--- config.mk ---
export PLATFORM = sky130hd
export DESIGN_NAME = mpbr_ram
export DESIGN_NICKNAME = d
export VERILOG_FILES = /design/src/design/mpbr_ram.sv
export SDC_FILE = /design/constraint.sdc
export NUM_CORES = 1
export LEC_CHECK = 0
export BUFFER_PORTS_ARGS = -buffer_cell sky130_fd_sc_hd__clkbuf_2
export CAP_MARGIN = 5
export CORE_MARGIN = 8
export CORE_UTILIZATION = 40
export CTS_BUF_LIST = sky130_fd_sc_hd__clkbuf_8
export DETAILED_ROUTE_END_ITERATION = 12
export PLACE_DENSITY = 0.63
export SLEW_MARGIN = 5
export SYNTH_ARGS = -nofsm -noshare
export SYNTH_HDL_FRONTEND = slang
export SYNTH_SLANG_ARGS = --single-unit
--- constraint.sdc ---
create_clock -name clk -period 11.4 [get_ports clk]
set_input_delay 3.42 -clock clk [delete_from_list [all_inputs] [get_ports clk]]
set_output_delay 3.42 -clock clk [all_outputs]
set_load 0.1 [all_outputs]
--- src/design/mpbr_ram.sv ---
// Generic simple dual-port RAM: one write port, one read port, registered read.
// No dependencies.
module mpbr_ram #(
    parameter int WIDTH = 36,
    parameter int DEPTH = 16
) (
    input  logic                                   clk,
    input  logic                                   we,
    input  logic [((DEPTH > 1) ? $clog2(DEPTH) : 1)-1:0] waddr,
    input  logic [WIDTH-1:0]                       wdata,
    input  logic                                   re,
    input  logic [((DEPTH > 1) ? $clog2(DEPTH) : 1)-1:0] raddr,
    output logic [WIDTH-1:0]                       rdata
);

    logic [WIDTH-1:0] mem_reg [DEPTH];
    logic [WIDTH-1:0] rdata_reg;

    always_ff @(posedge clk)
    begin
        if (we)
        begin
            mem_reg[waddr] <= wdata;
        end
        if (re)
        begin
            rdata_reg <= mem_reg[raddr];
        end
    end

    assign rdata = rdata_reg;

endmodule

* Word level (Yosys, flattened, before mapping)
Memories as Yosys holds them, arrays and structs flattened. A register that Yosys moved wholly into a read port is not among the register bits. Index checks and enable logic that the tools add are counted.
Storage, ports and cells: register bits after elaboration 0, RAM bits 576, input port bits 47, memories 1
Cells by class: muxes and demuxes 2
Memory list:
- mem_reg | words 16, width 36, rd ports 1, clocked after memory_dff 1, write ports 1, line 16 | logic [WIDTH-1:0] mem_reg [DEPTH];
Operators by type and width (number):
- $mux W1 | 2

* Longest topological paths before layout
depth after elaboration 2, mapped depth 6, mapped depth without buffers 3

* Worst setup path after synthesis
OpenSTA, ideal clock, no wires.
kind input to register, start point in waddr[2] in the netlist's numbering, end point mem mem_reg[0][0] (enable), setup time 474 ps, arrival 6406 ps, slack 4519 ps, stages on the path 2, cells stage by stage or3b_2 -> nor3_1
RTL lines:
- from (decl) | line 9 | input logic [((DEPTH > 1) ? $clog2(DEPTH) : 1)-1:0] waddr,
- to (decl) | line 16
Straight into the memory's write port.

==> out/metrics.yaml <==
yosys:
  synthArstFlopShare: 0
  avgSynthCellArea_um2: 24.18
  synth_top_area_frac: 0.8103
  synth_top_area_cell: "edfxtp_1"
  synth_edf_count: 612
  synth_fp_nets: 985
  synthTopCellsByCount: "edfxtp_1 (612), mux4_2 (144), a22oi_1 (72)"
  synth.yosys.seq_area_share: 0.8103
  yosysMostFrequentCell: "edfxtp_1"
  yosysWarnings: 0
  syn_inst: 938
  ys_top_cells_by_area: "edfxtp_1 (81%), mux4_2 (14%), a22oi_1 (2.4%)"
  netlist_area_mm2: 0.02268
  synthFlopType: "edfxtp_1"
  synth-seq-cells: 612
  synth_cell_types: 17
setup_path:
  critical_path.endpoint: "rdata[15]$_DFFE_PP_"
  critPathKind: "primary input to flop"
  cp_max_fo: 74
  worst_r2r_endpoint: "rdata[29]$_DFFE_PP_"
  crit_arrival_ns: 5.81
  cp-end-kind: "flop"
  startpoint: "raddr[0]"
  crit_required_ns: 11.79
  r2r_start: "mem_reg[2][29]$_DFFE_PP_"
  start_kind: "primary input"
  r2r_cells: 3
  ff2ff_setup_slack_ns: 9.98
timing:
  post-route-period-util: 0.4751
  skew_ns: 0.02201
  final_hold_viol_count: 0
  slew_viol_final: 0
  rsz0062_at_grt: "no"
  setup_tns_ns: 0
  setup_viol: 0
  period_minus_slack_ns: 5.416
  worstMarginPinSlew_ns: 0.9586
  slew_headroom: 0.3610
  fmax_mhz: 184.6
drt:
  routedWlPerCell_um: 25.97
  via_per_inst: 5.412
  totalWireLength_um: 49890
  drcViolationCount: 0
  antenna_left: 0
  drtIter0Drc: 970
  first_pass_iters: 5
  routed-via-count: 10400
power:
  combPwrFrac: 0.065
  pwr-share-seq: 0.570
  p_int_w: 0.003455
  irDropWorstVdd_mv: 0.06888
  power_density_mw_per_mm2: 173.6
  p_leak_nw: 8.272
  p_clk_frac: 0.366
  power_switching_w: 0.001024
  swShare: 0.2286
layout:
  fillCellCount: 4648
  largest_reg_flops: 576
  drive_gt1_frac: 0.3299
  nNetsFinal: 1139
  syn_to_final_growth_pct: 13.76
  layout.cells.non_filler: 1921
floorplanning:
  die_y_um: 254.1
  die_w_um: 254.1
  rows: 87
  die_area_mm2: 0.06458
  initial_utilization: 0.4030
  core-area_mm2: 0.05628
  ios: 83
clock_tree:
  cts_resized: 0
  root_buffer: "clkbuf_8"
  clock_path_buffers: 3
  clk_latency_ns: 0.65
  clock_sinks: 612
  clk_pin_slew_ns: 0.07
  postCtsSetupBuffers: 0
  cts_buffers: 93
  cts_tree: "built"
  cts-hold-fix-buffers: 0
  htree_levels: 3
grt:
  antenna_found_initial: 1
  grt_usage: 0.1553
  grt_pass1_vias: 10940
  grt_max_degree: 82
  grt_pass1_wl_um: 72810
  grt-ovfl-total: 0
run_status:
  status: "completed"
place:
  gp_congestion: 0.6824
  io_buffers: 82
  hpwl_um: 22750
  dp.cells: 1753
hold_path:
  hold_path_class: "flop to flop"
run:
  max_cap_violations: 0
## power by group through the flow
stage	clock network [W]	logic (W)	registers, W
2_1_floorplan	0	0.000121	0.00267
3_3_place_gp	0	0.000290	0.00260
3_5_place_dp	0	0.000294	0.00260
4_1_cts	0.00169	0.000294	0.00255
5_1_grt	0.00177	0.000308	0.00255
6_report	0.00164	0.000289	0.00255
## through the flow
stage	cell area, µm²	hold slack [ns]	worst slack, ns	utilization	total power (W)
final	25800	0.7343	5.984	0.4585	0.004479
after global routing	25800	0.7548	5.726	0.4584	0.004634
after CTS	25800	0.7410	5.932	0.4584	0.004534
after detailed placement	24120	0.7342	5.227	0.4285	0.002893
after global placement	24120	0.7211	5.248	0.4285	0.002887
after floorplan	22680	0.7103	4.519	-	0.002795
## area by class of cell
| class | instances | area [µm²] | share of cell area |
|---|---|---|---|
| Clock buffer | 97 | 1335 | 0.05174 |
| Antenna cell | 1 | 2.502 | 0.00009698 |
| Multi-Input combinational cell | 279 | 4185 | 0.1622 |
| Clock inverter | 70 | 349.1 | 0.01353 |
| Timing Repair Buffer | 106 | 606.8 | 0.02352 |
| Tap cell | 756 | 945.9 | 0.03666 |
| Sequential cell | 612 | 18380 | 0.7122 |
## per-layer routing
layer,share of wire,global-route usage
met3,0.062,0.03241
met5,0,0
met1,0.43,0.2159
met2,0.48,0.2462
met4,0.018,0.04772
## cells in the final DEF (no fill, tap or decap), drive strengths merged
cell type  count
a22oi         72
and2           1
buf           26
bufinv         2
clkbuf       177
clkinv        33
clkinvlp       2
diode          1
edfxtp       612
inv           33
mux4         144
nand2         37
nand2b         2
nand3          1
nand3b         2
nor2          13
nor2b          2
nor3           4
or3b           1
## kinds of logic after synthesis
family / after synthesis / share of synthesized area
flip-flops: 612 / 0.8103
multiplexers: 144 / 0.1430
AO/OA/AOI/OAI: 72 / 0.02383
AND/OR/NAND/NOR: 63 / 0.01181
buffers and inverters: 47 / 0.01109
## worst min-delay path by stage
stage | startpoint | end | cells after the start
6_report | mem_reg[15][10]$_DFFE_PP_ | rdata[10]$_DFFE_PP_ | 3
2_1_floorplan | mem_reg[14][0]$_DFFE_PP_ | rdata[0]$_DFFE_PP_ | 3
4_1_cts | mem_reg[15][24]$_DFFE_PP_ | rdata[24]$_DFFE_PP_ | 3
5_1_grt | mem_reg[12][24]$_DFFE_PP_ | rdata[24]$_DFFE_PP_ | 3
3_3_place_gp | mem_reg[15][31]$_DFFE_PP_ | rdata[31]$_DFFE_PP_ | 3
3_5_place_dp | mem_reg[15][24]$_DFFE_PP_ | rdata[24]$_DFFE_PP_ | 3
## worst max-delay path: stages
cell	delay, ns
buf_8	0.64
buf_4	0.77
mux4_2	0.59
a22oi_1	0.21
nand2_1	0.08
Power figures use the tool's default switching activity.
