[config.mk]
export PLATFORM = sky130hd
export DESIGN_NAME = mpbr_cell
export DESIGN_NICKNAME = d
export VERILOG_FILES = /design/src/design/mpbr_pkg.sv /design/src/design/mpbr_cell.sv
export SDC_FILE = /design/constraint.sdc
export NUM_CORES = 2
export LEC_CHECK = 0
export BUFFER_PORTS_ARGS = -buffer_cell sky130_fd_sc_hd__buf_2
export CORE_AREA = 2 2 615 617
export CTS_CLUSTER_SIZE = 16
export DETAILED_ROUTE_END_ITERATION = 12
export DIE_AREA = 0 0 617 619
export PLACE_DENSITY = 0.37
export SKIP_CTS_REPAIR_TIMING = 1
export SLEW_MARGIN = 20
export SYNTH_ARGS = -nofsm -noshare
export SYNTH_HDL_FRONTEND = slang
export SYNTH_SLANG_ARGS = --single-unit
[constraint.sdc]
create_clock -name clk -period 7.6 [get_ports clk]
set_input_delay 0.38 -clock clk [delete_from_list [all_inputs] [get_ports clk]]
set_output_delay 0.38 -clock clk [all_outputs]
set_load 0.1 [all_outputs]
[src/design/mpbr_pkg.sv]
// Shared types, constants and helper functions for the mip pyramid box reducer.
// Used by every module of the block except mpbr_ram; no dependencies.
package mpbr_pkg;

    localparam int MAX_WIDTH  = 4096;
    localparam int MAX_LEVELS = 12;

    localparam int DIM_W     = $clog2(MAX_WIDTH) + 1;  // holds MAX_WIDTH itself
    localparam int CNT_W     = $clog2(MAX_WIDTH);      // position within a level
    localparam int COORD_W   = 11;
    localparam int CH_W      = 8;
    localparam int HS_W      = CH_W + 1;               // sum of two channel values
    localparam int SUM_W     = CH_W + 2;               // sum of four channel values
    localparam int LVL_W     = 4;
    localparam int LIDX_W    = (MAX_LEVELS > 1) ? $clog2(MAX_LEVELS) : 1;
    localparam int CFG_W     = 13;
    localparam int CFG_IDX_W = 2;

    localparam logic [CFG_IDX_W-1:0] REG_BASE_WIDTH  = CFG_IDX_W'(0);
    localparam logic [CFG_IDX_W-1:0] REG_BASE_HEIGHT = CFG_IDX_W'(1);
    localparam logic [CFG_W-1:0]     BASE_DIM_RESET  = CFG_W'(256);

    // upper-row store depth of level k (1 based): the widest that level can be
    function automatic int ram_depth(input int k);
        int d;
        d = MAX_WIDTH >> k;
        return (d < 1) ? 1 : d;
    endfunction

    function automatic int ram_aw(input int k);
        int d;
        d = ram_depth(k);
        return (d > 1) ? $clog2(d) : 1;
    endfunction

    typedef struct packed {
        logic [CH_W-1:0] alpha;
        logic [CH_W-1:0] red;
        logic [CH_W-1:0] green;
        logic [CH_W-1:0] blue;
    } pix_t;

    typedef struct packed {
        logic [HS_W-1:0] alpha;
        logic [HS_W-1:0] red;
        logic [HS_W-1:0] green;
        logic [HS_W-1:0] blue;
    } hs_t;

    typedef struct packed {
        logic               valid;
        logic [COORD_W-1:0] x;
        logic [COORD_W-1:0] y;
        pix_t               px;
        logic               lop;
    } res_t;

    // one base pixel travelling down the chain, collecting its level results
    typedef struct packed {
        logic                        valid;
        logic                        alive;
        pix_t                        px;
        res_t [MAX_LEVELS-1:0]       res;
    } tok_t;

    typedef struct packed {
        logic             en;
        logic             last;
        logic [DIM_W-1:0] sx;
        logic [DIM_W-1:0] sy;
        logic [DIM_W-1:0] dx;
        logic [DIM_W-1:0] dy;
    } geom_t;

    typedef struct packed {
        logic               we;
        logic               re;
        logic [COORD_W-1:0] addr;
        hs_t                wdata;
    } ram_req_t;

endpackage

[src/design/mpbr_cell.sv]
// One pyramid level: source position counters, horizontal pairing, vertical
// pairing against the level's upper-row store, and the rounded 2x2 mean.
// Depends on mpbr_pkg.
module mpbr_cell (
    input  logic                            clk,
    input  logic                            rst_n,
    input  logic                            adv,
    input  logic                            restart,
    input  logic [mpbr_pkg::LIDX_W-1:0]     lvl_idx,
    input  mpbr_pkg::geom_t                 geom,
    input  mpbr_pkg::tok_t                  tok_in,
    output mpbr_pkg::tok_t                  tok_out,
    output mpbr_pkg::ram_req_t              ram_req,
    input  mpbr_pkg::hs_t                   ram_rdata
);

    logic [mpbr_pkg::CNT_W-1:0]   col_reg, col_next;
    logic [mpbr_pkg::CNT_W-1:0]   row_reg, row_next;
    mpbr_pkg::pix_t               pend_reg;
    mpbr_pkg::tok_t               a_tok_reg, a_tok_next;
    mpbr_pkg::hs_t                a_hs_reg, hs;
    logic [mpbr_pkg::COORD_W-1:0] a_x_reg, a_y_reg, x, y;
    logic                         a_use_ram_reg;
    mpbr_pkg::tok_t               out_reg, out_next;

    logic [mpbr_pkg::DIM_W-1:0]   c_inc, r_inc, c_ext, r_ext;
    logic                         act, drop, h_pair, v_pair, h_done;
    logic                         store_left, v_store, emit;

    function automatic logic [mpbr_pkg::CH_W-1:0] mean4(
        input logic [mpbr_pkg::HS_W-1:0] a,
        input logic [mpbr_pkg::HS_W-1:0] b
    );
        logic [mpbr_pkg::SUM_W-1:0] s;
        s = mpbr_pkg::SUM_W'(a) + mpbr_pkg::SUM_W'(b) + mpbr_pkg::SUM_W'(2);
        return s[mpbr_pkg::SUM_W-1:2];
    endfunction

    // stage A: position bookkeeping and pairing decisions
    always_comb
    begin
        act    = tok_in.valid && tok_in.alive && geom.en;
        c_ext  = mpbr_pkg::DIM_W'(col_reg);
        r_ext  = mpbr_pkg::DIM_W'(row_reg);
        c_inc  = c_ext + mpbr_pkg::DIM_W'(1);
        r_inc  = r_ext + mpbr_pkg::DIM_W'(1);
        h_pair = geom.sx > mpbr_pkg::DIM_W'(1);
        v_pair = geom.sy > mpbr_pkg::DIM_W'(1);

        col_next = col_reg;
        row_next = row_reg;
        if (act)
        begin
            if (c_inc >= geom.sx)
            begin
                col_next = '0;
                row_next = (r_inc >= geom.sy) ? '0 : r_inc[mpbr_pkg::CNT_W-1:0];
            end
            else
            begin
                col_next = c_inc[mpbr_pkg::CNT_W-1:0];
            end
        end

        // trailing odd column or row
        drop = (h_pair && c_ext >= (geom.dx << 1)) || (v_pair && r_ext >= (geom.dy << 1));

        if (h_pair)
        begin
            hs.blue  = mpbr_pkg::HS_W'(pend_reg.blue)  + mpbr_pkg::HS_W'(tok_in.px.blue);
            hs.green = mpbr_pkg::HS_W'(pend_reg.green) + mpbr_pkg::HS_W'(tok_in.px.green);
            hs.red   = mpbr_pkg::HS_W'(pend_reg.red)   + mpbr_pkg::HS_W'(tok_in.px.red);
            hs.alpha = mpbr_pkg::HS_W'(pend_reg.alpha) + mpbr_pkg::HS_W'(tok_in.px.alpha);
            x        = col_reg[mpbr_pkg::CNT_W-1:1];
        end
        else
        begin
            hs.blue  = {tok_in.px.blue,  1'b0};
            hs.green = {tok_in.px.green, 1'b0};
            hs.red   = {tok_in.px.red,   1'b0};
            hs.alpha = {tok_in.px.alpha, 1'b0};
            x        = '0;
        end
        y = v_pair ? row_reg[mpbr_pkg::CNT_W-1:1] : '0;

        h_done     = !h_pair || col_reg[0];
        store_left = act && !drop && !h_done;
        v_store    = act && !drop && h_done && v_pair && !row_reg[0];
        emit       = act && !drop && h_done && (!v_pair || row_reg[0]);

        ram_req.we    = adv && v_store;
        ram_req.re    = adv && emit && v_pair;
        ram_req.addr  = x;
        ram_req.wdata = hs;

        a_tok_next       = tok_in;
        a_tok_next.alive = emit;
    end

    always_ff @(posedge clk or negedge rst_n)
    begin
        if (!rst_n)
        begin
            col_reg   <= '0;
            row_reg   <= '0;
            a_tok_reg <= '0;
            out_reg   <= '0;
        end
        else if (restart)
        begin
            col_reg <= '0;
            row_reg <= '0;
        end
        else if (adv)
        begin
            col_reg   <= col_next;
            row_reg   <= row_next;
            a_tok_reg <= a_tok_next;
            out_reg   <= out_next;
        end
    end

    always_ff @(posedge clk)
    begin
        if (adv)
        begin
            a_hs_reg      <= hs;
            a_x_reg       <= x;
            a_y_reg       <= y;
            a_use_ram_reg <= v_pair;
            if (store_left)
            begin
                pend_reg <= tok_in.px;
            end
        end
    end

    // stage B: vertical sum and rounded mean; without an upper row the sum doubles
    always_comb
    begin
        mpbr_pkg::hs_t  up;
        mpbr_pkg::pix_t m;
        up      = a_use_ram_reg ? ram_rdata : a_hs_reg;
        m.blue  = mean4(a_hs_reg.blue,  up.blue);
        m.green = mean4(a_hs_reg.green, up.green);
        m.red   = mean4(a_hs_reg.red,   up.red);
        m.alpha = mean4(a_hs_reg.alpha, up.alpha);

        out_next    = a_tok_reg;
        out_next.px = m;
        if (a_tok_reg.valid && a_tok_reg.alive)
        begin
            out_next.res[lvl_idx].valid = 1'b1;
            out_next.res[lvl_idx].x     = a_x_reg;
            out_next.res[lvl_idx].y     = a_y_reg;
            out_next.res[lvl_idx].px    = m;
            out_next.res[lvl_idx].lop   = geom.last
                && (mpbr_pkg::DIM_W'(a_x_reg) + mpbr_pkg::DIM_W'(1) == geom.dx)
                && (mpbr_pkg::DIM_W'(a_y_reg) + mpbr_pkg::DIM_W'(1) == geom.dy);
        end
    end

    assign tok_out = out_reg;

endmodule

# Word level (Yosys, flattened, before mapping)
# Cells that the tools add are included.
# totals
register_bits	1495
latchBits	0
mem_bits_rw	0
romBits	0
input_bits	804
output_inout_bits	755
n_memories	0
# classes
add_sub_neg	16
mul	0
div_mod_pow	0
order_cmp	8
eq_ne	2
n_shift	0
mux	28
bitwise_logic	1
reduce_logical	32
# ops
cell	n
bitwise mux 672 bit	5
demux 56 bit (select 4 bit)	5
2-to-1 mux 672 bit	1
2-to-1 mux 12 bit	9
2-to-1 mux 36 bit	2
2-to-1 mux 56 bit	1
2-to-1 mux 55 bit	1
2-to-1 mux 44 bit	1
adder 10 x 2 -> 10 bit (second input constant)	4
adder 9 x 9 -> 10 bit	4
adder 8 x 8 -> 9 bit	4
2-to-1 mux 33 bit	1
adder 12 x 1 -> 13 bit (second input constant)	2
equality test 12 x 13 -> 1 bit	2
greater-or-equal comparator 12 x 13 -> 1 bit	2
greater-or-equal comparator 13 bit	2
greater-than comparator 13 x 1 -> 1 bit (second input constant)	2
adder 11 x 1 -> 12 bit (second input constant)	2
logical AND 1 bit	17
2-to-1 mux 11 bit	1
AND reduction 2 bit	3
nonzero test 2 bit	3
zero test 1 bit	5
less-than comparator 4 x 5 -> 1 bit (second input constant)	1
5 further kinds	7

# Longest topological paths before layout
# depth
ltp_word	10
ltp_mapped	14

# Worst setup path before layout
# No wires, ideal clock.
# synth_path
path_type	reg2out
start	register row_reg[6] (netlist name)
end	output port ram_req[47] (netlist name)
t_arrival_ns	4.885
path_slack_ns	2.335
stages_incl_launch_ff	8
cell_sequence	dfrtp_1 > ha_1 > a21o_1 > a21o_1 > a2111oi_0 > a2111oi_0 > nor3_1 > nor4b_1
# synth_lines
item	line	source
from (decl)	mpbr_cell.sv:18	logic [mpbr_pkg::CNT_W-1:0] row_reg, row_next;
from (signal assigned)	mpbr_cell.sv:117	row_reg <= row_next;
to (decl)	mpbr_cell.sv:13	output mpbr_pkg::ram_req_t ram_req,

# Final worst setup path
# layout_path
start	register a_use_ram_reg
end	register out_reg, in the netlist tok_out[144]
# layout_between
elab_chain_cells	6
# layout_rtl
item	line	source
from (decl)	mpbr_cell.sv:23	logic a_use_ram_reg;
from (signal assigned)	mpbr_cell.sv:130	a_use_ram_reg <= v_pair;
2-to-1 mux 36 bit	mpbr_cell.sv:143	up = a_use_ram_reg ? ram_rdata : a_hs_reg;
adder 9 x 9 -> 10 bit	mpbr_cell.sv:35	s = mpbr_pkg::SUM_W'(a) + mpbr_pkg::SUM_W'(b) + mpbr_pkg::SUM_W'(2);
adder 10 x 2 -> 10 bit	mpbr_cell.sv:35	
bitwise mux 672 bit	mpbr_cell.sv:156	out_next.res[lvl_idx].px = m;
bitwise mux 672 bit	mpbr_cell.sv:157	out_next.res[lvl_idx].lop = geom.last
2-to-1 mux 672 bit	mpbr_cell.sv:151	if (a_tok_reg.valid && a_tok_reg.alive)
to (signal assigned)	mpbr_cell.sv:119	out_reg <= out_next;
to (decl)	mpbr_cell.sv:24	mpbr_pkg::tok_t out_reg, out_next;
# Every way passes these cells.
# A chain may end at the register's enable or synchronous reset.

==> impl_metrics.tcl <==
set metrics [dict create \
    period_minus_slack_ns 4.32 \
    grtUsageTotal_pct 21.5 \
    vdd_ir_drop_max_uv 191 \
    crit_path_cell_trace "buf_4 > mux2_2 > ha_1 > fa_4 > a21o_1 > a21oi_1 > o21bai_1 > a2111o_1 > nand3_1 > nand3_1 > a21oi_1" \
    grt_pass1_vias 61300 \
    grt_setup_unrepaired "false" \
    regArea_sq_mm 0.0379 \
    worstSetupPathType "reg -> reg" \
    timing.slew.headroom_pct 14.9 \
    place_congestion 0.883 \
    route.vias.total 65500 \
    die_area_sq_mm 0.382 \
    power.density_mw_per_mm2 328 \
    violations "hold timing" \
    rrSetupSlack_ns 3.28 \
    cts_root_buf "clkbuf_16" \
    fmax_mhz 231 \
    synth-seq-area-share_pct 56.9 \
    start_kind "flop" \
    place_inst 13800 \
    final_nets 10700 \
    wire_per_inst_um 28.6 \
    cap_viol_max_count 0 \
    drive_gt1_share_pct 21.5 \
    routed_wl_mm 427 \
    layout.cells.non_filler 14900 \
    initial_utilization_pct 17.8 \
    finalSetupTns_ns 0 \
    final-setup-viol-count 0 \
    core.rowCount 225 \
    die_y_um 619 \
    crit_required_ns 8.34 \
    yosys_warnings 0 \
    post_synth.cell_area_avg_sq_um 8.72 \
    remaining_drc_errors 0 \
    status "complete, but fails checks" \
    grt_pass1_wl_mm 563 \
    async_flop_share_pct 93.9 \
    clk_path_buf_depth 4 \
    ant_nets 0 \
    htreeDepth 4 \
    synthToLayoutAreaGrowth_pct 41.3 \
    tritoncts "done" \
    synth_ff_type "dfrtp_1" \
    total_power_mw 30.9 \
    postSynthNetCount 8591 \
    clk-insertion-delay-late_ns 0.90 \
    critPathSlowestCell "nand3_1" \
    worst_pin_slew_ns 1.28 \
    die_x_um 617 \
    crit_arrival_ns 5.06 \
    hold_slack_ns -0.00723 \
    hp-class "in -> async" \
    core_area_sq_mm 0.375 \
    multi_input_area_sq_mm 0.0266 \
    cts_made_buffers 198 \
    ys_ff_latch 1495 \
    fillers 41000 \
    largest_register_ffs 706 \
    max_stage_delay_ns 0.70 \
    grt_max_degree 212 \
    critPathMaxFanout 36 \
    dr.pass1.iters 6 \
    slew_violations 0 \
    ys_types 70 \
    io_buffers 1558 \
    skew_ns 0.0944 \
    leakage_nw 45.3 \
    layout_common_cells "3110 x nand2_1, 1556 x buf_2, 1404 x dfrtp_1, 707 x dlygate4sd3_1, 654 x nor2_1" \
    final_common_cell "nand2_1" \
    synth_cells 7634 \
    antenna_found_initial 178 \
    vias_per_cell 4.38 \
    cts_sinks 1495 \
    crit_path_end_kind "flop" \
    overflow 0 \
    utilization_pct 25.1 \
    period_share_pct 56.9 \
    drt_iter0_markers 5523 \
    clk_pin_slew_ns 0.06 \
    hold_viol 1 \
    synth_area_sq_mm 0.0666 \
    synth_edf_count 91 \
    ios 1559 \
    dpl.hpwl_mm 311 \
]
[final timing paths]
path                                                 start                    endpoint  depth (start not counted)
worst max-delay path               a_use_ram_reg$_DFFE_PP_    tok_out[144]$_DFFE_PN0P_                         11
worst min-delay path                                 rst_n    tok_out[691]$_DFFE_PN0P_                          2
worst max register to register     a_use_ram_reg$_DFFE_PP_    tok_out[144]$_DFFE_PN0P_                         11
worst min register to register  a_tok_reg[423]$_DFFE_PN0P_  a_tok_reg[423]$_DFFE_PN0P_                          2
max in group asynchronous                            rst_n   a_tok_reg[75]$_DFFE_PN0P_                          4
min in group clk                               tok_in[704]  a_tok_reg[704]$_DFFE_PN0P_                          4
[cells by family (layout without fill, tap and decap cells)]
| group | after synthesis | after routing | share of synthesized area (%) |
|---|---|---|---|
| compound gates | 1076 | 1076 | 9.91 |
| xor+xnor | 92 | 92 | 1.24 |
| fa+ha+maj | 153 | 153 | 2.97 |
| buf+inv | 632 | 2865 | 3.84 |
| flops | 1495 | 1495 | 56.9 |
| mux | 40 | 40 | 0.660 |
| other cells | 0 | 87 | 0 |
| simple gates | 4146 | 4146 | 24.5 |
[power breakdown]
part	leakage [nW]	internal, mW	total (mW)	switching (mW)
logic	24.2	1.87	11.2	9.37
clock network	3.22	5.67	9.70	4.02
registers	17.9	9.16	9.93	0.767
total	45.3	16.7	30.9	14.2
[cell type report]
type / count / share of cell area (%)
Multi-Input combinational cell: 5507 / 28.3
Clock inverter: 68 / 0.839
Inverter: 107 / 0.427
Clock buffer: 287 / 6.11
Sequential cell: 1495 / 40.3
Tap cell: 4994 / 6.64
Timing Repair Buffer: 2403 / 17.2
Antenna cell: 87 / 0.231
[metal layers]
layer | global-route usage, % | wire, um | vias up
met4 | 9.11 | 21400 | 82
met5 | 0 | 520 | -
met3 | 4.21 | 25800 | 816
met1 | 26.7 | 176000 | 32900
li1 | - | - | 29200
met2 | 36.2 | 204000 | 2449
[critical path, delay by kind of cell, from the launching register on]
kind            cells  cell delay, ns
buf+inv             1            0.39
compound gates      5            1.41
simple gates        2            0.85
flops               1            0.32
mux                 1            0.39
fa+ha+maj           2            0.79
[Yosys cell counts, drive strengths merged, types with 47 or more instances]
| cell | n | area, sq um |
|---|---|---|
| xnor2 | 75 | 679 |
| edfxtp | 91 | 2730 |
| clkbuf | 385 | 1450 |
| a21o | 61 | 458 |
| a31oi | 366 | 2290 |
| inv | 105 | 394 |
| ha | 145 | 1810 |
| o21ai | 214 | 1110 |
| dfrtp | 1404 | 35100 |
| a211oi | 47 | 368 |
| nor2 | 664 | 2490 |
| nand2 | 3119 | 11700 |
| nand3 | 180 | 906 |
| and3 | 63 | 394 |
| a21oi | 287 | 1450 |
| buf | 140 | 706 |
[stage by stage]
step / setup WS, ns / instance area (sq um)
after CTS: 3.18 / 86800
after detailed placement: 3.30 / 80200
after global routing: 3.04 / 93900
after global placement: 3.26 / 80200
after floorplan: 2.33 / 66600
final: 3.28 / 94000
Power figures use the tool's default switching activity.
