### src/design/mpbr_pkg.sv
// Shared types, constants and helper functions for the mip pyramid box reducer.
// Used by every module of the block except mpbr_ram; no dependencies.
package mpbr_pkg;

    localparam int MAX_WIDTH  = 4096;
    localparam int MAX_LEVELS = 12;

    localparam int DIM_W     = $clog2(MAX_WIDTH) + 1;  // holds MAX_WIDTH itself
    localparam int CNT_W     = $clog2(MAX_WIDTH);      // position within a level
    localparam int COORD_W   = 11;
    localparam int CH_W      = 8;
    localparam int HS_W      = CH_W + 1;               // sum of two channel values
    localparam int SUM_W     = CH_W + 2;               // sum of four channel values
    localparam int LVL_W     = 4;
    localparam int LIDX_W    = (MAX_LEVELS > 1) ? $clog2(MAX_LEVELS) : 1;
    localparam int CFG_W     = 13;
    localparam int CFG_IDX_W = 2;

    localparam logic [CFG_IDX_W-1:0] REG_BASE_WIDTH  = CFG_IDX_W'(0);
    localparam logic [CFG_IDX_W-1:0] REG_BASE_HEIGHT = CFG_IDX_W'(1);
    localparam logic [CFG_W-1:0]     BASE_DIM_RESET  = CFG_W'(256);

    // upper-row store depth of level k (1 based): the widest that level can be
    function automatic int ram_depth(input int k);
        int d;
        d = MAX_WIDTH >> k;
        return (d < 1) ? 1 : d;
    endfunction

    function automatic int ram_aw(input int k);
        int d;
        d = ram_depth(k);
        return (d > 1) ? $clog2(d) : 1;
    endfunction

    typedef struct packed {
        logic [CH_W-1:0] alpha;
        logic [CH_W-1:0] red;
        logic [CH_W-1:0] green;
        logic [CH_W-1:0] blue;
    } pix_t;

    typedef struct packed {
        logic [HS_W-1:0] alpha;
        logic [HS_W-1:0] red;
        logic [HS_W-1:0] green;
        logic [HS_W-1:0] blue;
    } hs_t;

    typedef struct packed {
        logic               valid;
        logic [COORD_W-1:0] x;
        logic [COORD_W-1:0] y;
        pix_t               px;
        logic               lop;
    } res_t;

    // one base pixel travelling down the chain, collecting its level results
    typedef struct packed {
        logic                        valid;
        logic                        alive;
        pix_t                        px;
        res_t [MAX_LEVELS-1:0]       res;
    } tok_t;

    typedef struct packed {
        logic             en;
        logic             last;
        logic [DIM_W-1:0] sx;
        logic [DIM_W-1:0] sy;
        logic [DIM_W-1:0] dx;
        logic [DIM_W-1:0] dy;
    } geom_t;

    typedef struct packed {
        logic               we;
        logic               re;
        logic [COORD_W-1:0] addr;
        hs_t                wdata;
    } ram_req_t;

endpackage

### src/design/mpbr_serializer.sv
// Output stage: holds the level results of one base pixel and hands them
// out one per cycle while out_ready is high, lowest level first. Its release
// drives the chain advance. Depends on mpbr_pkg.
module mpbr_serializer (
    input  logic                           clk,
    input  logic                           rst_n,
    input  mpbr_pkg::tok_t                 tail,
    output logic                           adv,
    output logic                           out_valid,
    input  logic                           out_ready,
    output logic [mpbr_pkg::LVL_W-1:0]     level,
    output logic [mpbr_pkg::COORD_W-1:0]   out_x,
    output logic [mpbr_pkg::COORD_W-1:0]   out_y,
    output logic [mpbr_pkg::CH_W-1:0]      out_blue,
    output logic [mpbr_pkg::CH_W-1:0]      out_green,
    output logic [mpbr_pkg::CH_W-1:0]      out_red,
    output logic [mpbr_pkg::CH_W-1:0]      out_alpha,
    output logic                           last_of_run,
    output logic                           last_of_pyramid
);

    logic [mpbr_pkg::MAX_LEVELS-1:0]       mask_reg, mask_next, new_mask;
    mpbr_pkg::res_t [mpbr_pkg::MAX_LEVELS-1:0] res_reg;
    logic [mpbr_pkg::LIDX_W-1:0]           sel;
    logic                                  one_left, fire;

    always_comb
    begin
        sel = '0;
        for (int i = mpbr_pkg::MAX_LEVELS - 1; i >= 0; i--)
        begin
            if (mask_reg[i])
            begin
                sel = mpbr_pkg::LIDX_W'(i);
            end
        end
        for (int i = 0; i < mpbr_pkg::MAX_LEVELS; i++)
        begin
            new_mask[i] = tail.valid && tail.res[i].valid;
        end

        one_left  = (mask_reg & (mask_reg - 1'b1)) == '0;
        out_valid = |mask_reg;
        fire      = out_valid && out_ready;
        adv       = !out_valid || (fire && one_left);

        mask_next = mask_reg;
        if (fire)
        begin
            mask_next[sel] = 1'b0;
        end
    end

    always_ff @(posedge clk or negedge rst_n)
    begin
        if (!rst_n)
        begin
            mask_reg <= '0;
        end
        else if (adv)
        begin
            mask_reg <= new_mask;
        end
        else
        begin
            mask_reg <= mask_next;
        end
    end

    always_ff @(posedge clk)
    begin
        if (adv)
        begin
            res_reg <= tail.res;
        end
    end

    assign level           = mpbr_pkg::LVL_W'(sel) + mpbr_pkg::LVL_W'(1);
    assign out_x           = res_reg[sel].x;
    assign out_y           = res_reg[sel].y;
    assign out_blue        = res_reg[sel].px.blue;
    assign out_green       = res_reg[sel].px.green;
    assign out_red         = res_reg[sel].px.red;
    assign out_alpha       = res_reg[sel].px.alpha;
    assign last_of_run     = one_left;
    assign last_of_pyramid = res_reg[sel].lop;

endmodule

### config.mk
export PLATFORM = sky130hd
export DESIGN_NAME = mpbr_serializer
export DESIGN_NICKNAME = d
export VERILOG_FILES = /design/src/design/mpbr_pkg.sv /design/src/design/mpbr_serializer.sv
export SDC_FILE = /design/constraint.sdc
export NUM_CORES = 1
export LEC_CHECK = 0
export ABC_AREA = 1
export BUFFER_PORTS_ARGS = -buffer_cell sky130_fd_sc_hd__buf_2
export CAP_MARGIN = 20
export CORE_AREA = 10 10 293 295
export CTS_CLUSTER_DIAMETER = 80
export DETAILED_ROUTE_END_ITERATION = 10
export DIE_AREA = 0 0 303 305
export SLEW_MARGIN = 20
export SYNTH_ARGS = -nofsm -noshare
export SYNTH_HDL_FRONTEND = slang
export SYNTH_SLANG_ARGS = --single-unit
### constraint.sdc
create_clock -name clk -period 7.75 [get_ports clk]
set_input_delay 0.3875 -clock clk [delete_from_list [all_inputs] [get_ports clk]]
set_output_delay 0.3875 -clock clk [all_outputs]
set_load 0.02 [all_outputs]
======== Yosys cells after proc, flatten, opt, wreduce, memory -nomap -nowiden ========
Index checks and enable logic that the tools add are counted.
operators by class
  magnitude comparators ................... 2
  add/subtract/negate cells ............... 2
  muxes and demuxes ....................... 18
  bitwise logic cells ..................... 3
  reductions and logical operators ........ 20
operator list
  operator                 count
  $bmux W56 S4             1
  $mux W55                 1
  $mux W4                  12
  $and A12 B12 Y12         2
  $mux W12                 2
  $logic_and A1 B1 Y1      15
  $logic_not A12 Y1        1
  $not A12 Y12             1
  $reduce_or A12 Y1        1
  $sub A12 B1 Y12 const B  1
  $lt A4 B5 Y1 const B     1
  $add A4 B1 Y4 const B    1
  $demux W1 S4             1
  $ge A4 B1 Y1 const B     1
  $reduce_bool A2 Y1       1
  $logic_not A1 Y1         1
  $logic_or A1 B1 Y1       1
  $mux W1                  1
word-level totals
  register bits after elaboration ......... 684
  input bits .............................. 709
  logic and storage cells ................. 142

======== Depth between registers and ports, before layout ========
Gate-level depths: netlist of run 1.
  depth after elaboration ................. 20
  gate-level depth with buffers ........... 18
  gate-level depth less buffers ........... 16

======== Least setup slack after synthesis of run 1 ========
OpenSTA, ideal clock, no wires.
  path type ............................... reg-to-reg
  start ................................... register mask_reg[2] in the netlist's numbering
  end ..................................... register res_reg[0] in the netlist's numbering (enable)
  period minus slack after synthesis ...... 6261 ps
  stages on the path, launching flop included .. 11
  data arrival time ....................... 5688 ps
  buffers on the path ..................... 1
  slack ................................... 1489 ps
  path through ............................ dfrtp_1 nor2_2 nand2_1 nor2_1 nand2_1 nand2_1 o21ai_1 nor3_1 nand2_1 nor2_2 buf_4
on the way
  word-level cells in the longest chain between the ends .. 5
  elaborated cells on any way between the ends .. 8
  classes of those cells .................. 1 x add/sub; 1 x bitwise; 6 x reduce/logical
ends and longest elaborated chain
  element                 line                   source
  start, declared         mpbr_serializer.sv:22  logic [mpbr_pkg::MAX_LEVELS-1:0] mask_reg, mask_next, new_mask;
  start signal, assigned  mpbr_serializer.sv:62  mask_reg <= new_mask;
  start signal, assigned  mpbr_serializer.sv:66  mask_reg <= mask_next;
  $sub A12 B1 Y12         mpbr_serializer.sv:42  one_left = (mask_reg & (mask_reg - 1'b1)) == '0;
  $and A12 B12 Y12        mpbr_serializer.sv:42
  $logic_not A12 Y1       mpbr_serializer.sv:42
  $logic_and A1 B1 Y1     mpbr_serializer.sv:45  adv = !out_valid || (fire && one_left);
  $logic_or A1 B1 Y1 *    mpbr_serializer.sv:45
  net adv                 mpbr_serializer.sv:8   output logic adv,
  end signal, assigned    mpbr_serializer.sv:74  res_reg <= tail.res;
  end, declared           mpbr_serializer.sv:23  mpbr_pkg::res_t [mpbr_pkg::MAX_LEVELS-1:0] res_reg;
The timed path passes the listed nets; every way through them passes the cells marked *.
A chain may end at the register's enable or synchronous reset.

======== Worst setup path after layout of run 1 ========
  start ................................... register mask_reg[9] in the netlist's numbering
  end ..................................... output port last_of_pyramid
on the way
  word-level cells in the longest chain between the ends .. 12
ends and longest elaborated chain
  element                         line                   source
  $mux W4 (10 in a row)           mpbr_serializer.sv:32  if (mask_reg[i])
  $bmux W56 S4                    mpbr_serializer.sv:86  assign last_of_pyramid = res_reg[sel].lop;
  $mux W55 (implied by the code)  mpbr_serializer.sv:86
  end, declared                   mpbr_serializer.sv:19  output logic last_of_pyramid
No other way between the ends. The select of a mux whose other input is x is not followed.

==> results of run 1 <==
## Yosys cell counts, drive strengths merged
library cell	count	area (sq um)
a21oi	2	13.8
clkbuf	64	240
edfxtp	660	19800
o21ai	29	145
xnor2	1	8.76
inv	575	2160
nand3b	110	826
nand2	687	2590
nand3	620	3100
nor2	15	61.3
nor3	1	5.00
buf	101	592
o211ai	1	7.51
o31ai	1	7.51
ha	4	50.1
dfrtp	12	300
## logic make-up (layout without fill, tap and decap cells)
kind of cell	after synthesis	in the layout	synth area share, %
AOI/OAI and AO/OA	33	33	0.581
other	0	53	0
and+or+nand+nor	1433	1433	22.0
buffers and inverters	740	2137	9.99
xor gates and xnor gates	1	1	0.0293
DFF	672	672	67.2
adders and majority gates	4	4	0.167
## metrics by stage
| step | setup slack (ns) | cells |
|---|---|---|
| 6_report | 2.69 | 5393 |
| 3_3_place_gp | 3.29 | 4543 |
| 4_1_cts | 2.64 | 5340 |
| 5_1_grt | 2.32 | 5387 |
| 2_1_floorplan | 1.49 | 2883 |
| 3_5_place_dp | 3.29 | 4544 |
## what timing repair did
action | in CTS | in global routing
hold buffers | 661 | 0
hold endpoints to repair | 672 | 0
endpoints found under the setup margin | 0 | 0
## critical path, delay by kind of cell, from the launching register on
family                 cells  cell delay [ns]
and+or+nand+nor           15             2.44
buffers and inverters      3             1.05
DFF                        1             0.41
## cell type report
class	instances	area, sq um	area share [%]
inverters	575	2170	4.98
repair buffers	1427	10600	24.4
diodes	53	133	0.304
multi-input cells	1471	6870	15.8
clock buffers	94	1990	4.57
flip-flops and latches	672	20100	46.2
well taps	1060	1330	3.04
clock inverters	41	340	0.781
## power by group
| part | internal (uW) | switching (uW) |
|---|---|---|
| Combinational | 3300 | 9540 |
| Sequential | 6010 | 357 |
| Clock | 1960 | 1470 |
| Total | 11300 | 11400 |
## routing by layer
layer | wire length (microns) | global-route usage, % | up-vias
met3 | 10100 | 5.29 | 400
met1 | 46000 | 31.3 | 12600
met2 | 55000 | 38.1 | 1492
met5 | 43 | 0 | -
li1 | - | - | 12200
met4 | 6370 | 13.7 | 6
## worst max path at each step
| stage | from | end | slack [ns] | cells past startpoint |
|---|---|---|---|---|
| finish | mask_reg[9]$_DFFE_PN0P_ | last_of_pyramid | 2.69 | 18 |
| detailed placement | mask_reg[9]$_DFFE_PN0P_ | last_of_pyramid | 3.29 | 18 |
| CTS | mask_reg[9]$_DFFE_PN0P_ | last_of_pyramid | 2.64 | 18 |
| global placement | mask_reg[9]$_DFFE_PN0P_ | last_of_pyramid | 3.29 | 18 |
| floorplan | mask_reg[2]$_DFFE_PN0P_ | res_reg[0]$_DFFE_PN_ | 1.49 | 10 |
| global route | mask_reg[9]$_DFFE_PN0P_ | last_of_pyramid | 2.32 | 18 |
==> results.cfg, run 1 <==
[global_route]
grt-ovfl-total = 0
grt_max_degree = 178
track_usage_pct = 24.5
grt_pass1_vias = 26900
antenna_found_initial = 55
grt_pass1_wl_microns = 170000

[route]
wl_microns = 118000
wire_per_inst_microns = 21.8
drc_errors = 0
firstDrtPassIters = 6
viasPerCell = 4.94
vias = 26700
antenna_left = 0
drt_iter0_markers = 2733

[finish]
synthToLayoutAreaGrowth_pct = 45.5
fin_area_sq_um = 43600
layout_common_cells = 737 x buf_2, 685 x nand2_1, 661 x dlygate4sd3_1, 660 x edfxtp_1, 620 x nand3_1
final_nets = 4936
post-route-util_pct = 54.5
drive_above_1_share_pct = 20.4
n_fill_cell = 6639
layout_commonest_cell = buf_2
largest_reg_flops = 660

[timing]
clock.fmax_ghz = 0.197
rsz0062_at_grt = false
hold_viol = 0
tightest_slew_ns = 1.22
tns_ns = 0
skew_ns = 0.0392
slew_viol_final = 0
min_period_ns = 5.06
holdWs_ns = 0.0821
setup_viol = 0
relSlewSlack_pct = 18.7
finalCritPeriodShare_pct = 65.3

[die]
die_x_microns = 303
die_y_microns = 305
rows = 104
dieArea_sq_um = 92400
num_io_pins = 771
core_area_sq_um = 79900
start_util_pct = 37.5

[pwr]
power_uw = 22600
p_per_area_nw_per_um2 = 520
ir_drop_v = 0.000559
power.leakage_uw = 0.0197

[clock_network]
cts_buffers = 76
clkSinkCount = 672
cts_tree = built
ctsResizeCount = 0
htree_levels = 3
clock-root-buffer = clkbuf_16
post_cts_buffers = 0
cts_buffer_depth = 3
clk_pin_slew_ns = 0.06
insertion_delay_ns = 0.62

[job]
drv_cap = 0

[synthesis]
synth_seq_area_share_pct = 67.2
syn_area_sq_um = 29900
synth.avg_cell_area_sq_um = 10.4
ys_types = 24
yosysWarnings = 0
synth-seq-cells = 672
synthesis.nets = 3596
synth_cells = 2883

[worst_hold_path]
holdPathEnd = mask_reg[10]$_DFFE_PN0P_
worstHoldStart = tail[615]
hp-class = primary input to flop
min_path_cells = 3

[run_status]
outcome = finished, final reports clean

[placed_design]
port_buffers = 737
gp_congestion = 0.878
placed_area_sq_um = 34500
place.detailed.hpwl_microns = 74200

[worst_setup_path]
crit_top_cell = nand2_1
worstPathMaxFanout = 104
path_class = flop to output pin
reg2reg_depth = 8
required_ns = 7.36
worstSetupStartpointType = flop
reg2reg_from = mask_reg[0]$_DFFE_PN0P_
r2r_slack_ns = 4.07
timing.rr.end = res_reg[37]$_DFFE_PN_
worstPathCellList = inv_2 > nand2_1 > nand3_1 > nand2_1 > nand2_1 > nand2_1 > nand2_1 > nand2_1 > nand2_1 > nand2_8 > nand2_8 > buf_4 > nand2_1 > nand3_1 > nand2_1 > nand2_1 > nand3_1 > buf_2
crit_slowest_cell = nand2_8
cp.arrival_ns = 4.68
timing.critical_path.to_type = output pin
crit_path_max_incr_delay_ns = 0.77
(Power assumes the default switching activity.)
==> run 2: changes to the inputs <==
==> constraint.sdc (replaced) <==
create_clock -name clk -period 5.1 [get_ports clk]
set_input_delay 0.255 -clock clk [delete_from_list [all_inputs] [get_ports clk]]
set_output_delay 0.255 -clock clk [all_outputs]
set_load 0.02 [all_outputs]
==> results.cfg, run 2 (synthesis gave the netlist of run 1 again) <==
[run_status]
outcome = finished, final reports clean

[placed_design]
port_buffers = 737
place.detailed.hpwl_microns = 75600
gp_congestion = 0.878
placedCellCount = 4557
pre_cts_ws_ns = 1.26

[timing]
clock.fmax_ghz = 0.227
skew_ns = 0.0266
slew_viol_final = 0
hold_viol = 0
finalWorstSetupSlack_ns = 0.693
finalCritPeriodShare_pct = 86.4
tns_ns = 0
tightest_slew_ns = 1.07
rsz0062_at_grt = false
setup_viol = 0
min_period_ns = 4.41
relSlewSlack_pct = 28.6

[clock_network]
cts_tree = built
insertion_delay_ns = 0.61
clkSinkCount = 672
htree_levels = 3
clk_pin_slew_ns = 0.06
clock-root-buffer = clkbuf_16
cts_buffer_depth = 3
cts_buffers = 79
ctsResizeCount = 0

[finish]
seqCellArea_sq_um = 20100
largest_reg_flops = 660
n_fill_cell = 6588
layout_commonest_cell = buf_2
layout_common_cells = 737 x buf_2, 685 x nand2_1, 673 x dlygate4sd3_1, 660 x edfxtp_1, 620 x nand3_1
synthToLayoutAreaGrowth_pct = 46.9
final_cells = 5407
final_nets = 4964
multi_input_area_sq_um = 6870
drive_above_1_share_pct = 20.9

[pwr]
sw_frac_of_total_pct = 50.0
ir_drop_v = 0.000912
pwr-share-seq_pct = 27.6
internal-power_uw = 17500
p_clk_share_pct = 15.8
power.leakage_uw = 0.0199
p_comb_share_pct = 56.6
p_per_area_nw_per_um2 = 795
power_switching_uw = 17500

[worst_setup_path]
timing.rr.end = res_reg[566]$_DFFE_PN_
endpoint = out_blue[0]
timing.critical_path.to_type = output pin
cp.arrival_ns = 4.15
r2r_slack_ns = 1.71
reg2reg_depth = 9
worstSetupStartpointType = flop
reg2reg_from = mask_reg[0]$_DFFE_PN0P_
required_ns = 4.85
worstPathMaxFanout = 104
worstSetupStartpoint = mask_reg[9]$_DFFE_PN0P_
path_class = flop to output pin

[global_route]
grt-ovfl-total = 0
grt_pass1_wl_microns = 170000
track_usage_pct = 24.5
grt_max_degree = 144
grt_pass1_vias = 26900
antenna_found_initial = 39

[die]
die_x_microns = 303
dieArea_sq_um = 92400
die_y_microns = 305
start_util_pct = 37.5
rows = 104
num_io_pins = 771
core_area_sq_um = 79900

[job]
drv_cap = 0

[route]
wire_per_inst_microns = 21.8
wl_microns = 118000
drc_errors = 0
firstDrtPassIters = 6
viasPerCell = 4.94
antenna_left = 0
vias = 26700
drt_iter0_markers = 2951

[worst_hold_path]
hp-class = primary input to flop
## run 2: cell type report
type | count | area share [%]
tap | 1060 | 3.02
inverter | 575 | 4.94
clock inverter | 37 | 0.882
timing repair buffer | 1452 | 24.8
clock buffer | 102 | 4.78
multi-input combinational | 1471 | 15.6
antenna | 38 | 0.216
sequential | 672 | 45.8
## run 2: critical path, stage by stage, from the launching register on
cell and delay, ns:
dfrtp_1 0.40, inv_2 0.05, nand2_1 0.08, nand3_1 0.07
nand2_1 0.06, nand2_1 0.05, nand2_1 0.05, nand2_1 0.05
nand2_1 0.05, nand2_1 0.11, nand2_8 0.44, nand2_8 0.66
buf_4 0.49, nand2_1 0.09, nand3_1 0.06, nand2_1 0.30
nand2_1 0.10, nand3_1 0.11, buf_2 0.18
## run 2: layer usage
layer	up-vias	track usage [%]	routed length [microns]
li1	12200	-	-
met1	12600	31.6	46200
met2	1537	39.0	55900
met3	345	5.22	10200
met4	8	11.5	5720
met5	-	0	51
## run 2: stage by stage
stage	total power, uW	utilization [%]	hold WS (ns)	area, sq um
6_report	35000	55.0	0.0536	44000
4_1_cts	34700	54.9	0.00936	43900
3_5_place_dp	28700	43.4	0.160	34600
2_1_floorplan	21900	-	-0.0406	29900
3_3_place_gp	28600	43.4	0.156	34600
5_1_grt	37000	55.0	0.0497	44000
## run 2: power groups by stage
stage               sequential [uW]  combinational, uW  clock (uW)
floorplan                      9980              11900           0
global placement               9630              19000           0
detailed placement             9690              19000           0
CTS                            9590              19500        5610
global route                   9810              21400        5810
finish                         9650              19800        5530
## run 2: how the worst min path moves through the flow
stage,startpoint,end,slack (ns),cells past startpoint
4_1_cts,tail[705],mask_reg[3]$_DFFE_PN0P_,0.009,3
3_5_place_dp,rst_n,mask_reg[5]$_DFFE_PN0P_,0.16,1
2_1_floorplan,rst_n,mask_reg[0]$_DFFE_PN0P_,-0.04,0
5_1_grt,tail[705],mask_reg[3]$_DFFE_PN0P_,0.05,3
6_report,tail[705],mask_reg[3]$_DFFE_PN0P_,0.05,3
3_3_place_gp,rst_n,mask_reg[0]$_DFFE_PN0P_,0.16,1
## run 2: repair_timing
| item | in CTS | in global routing |
|---|---|---|
| setup endpoints to repair | 0 | 0 |
| hold endpoints to repair | 684 | 0 |
| hold buffers | 673 | 0 |
| buffers inserted | 0 | 0 |
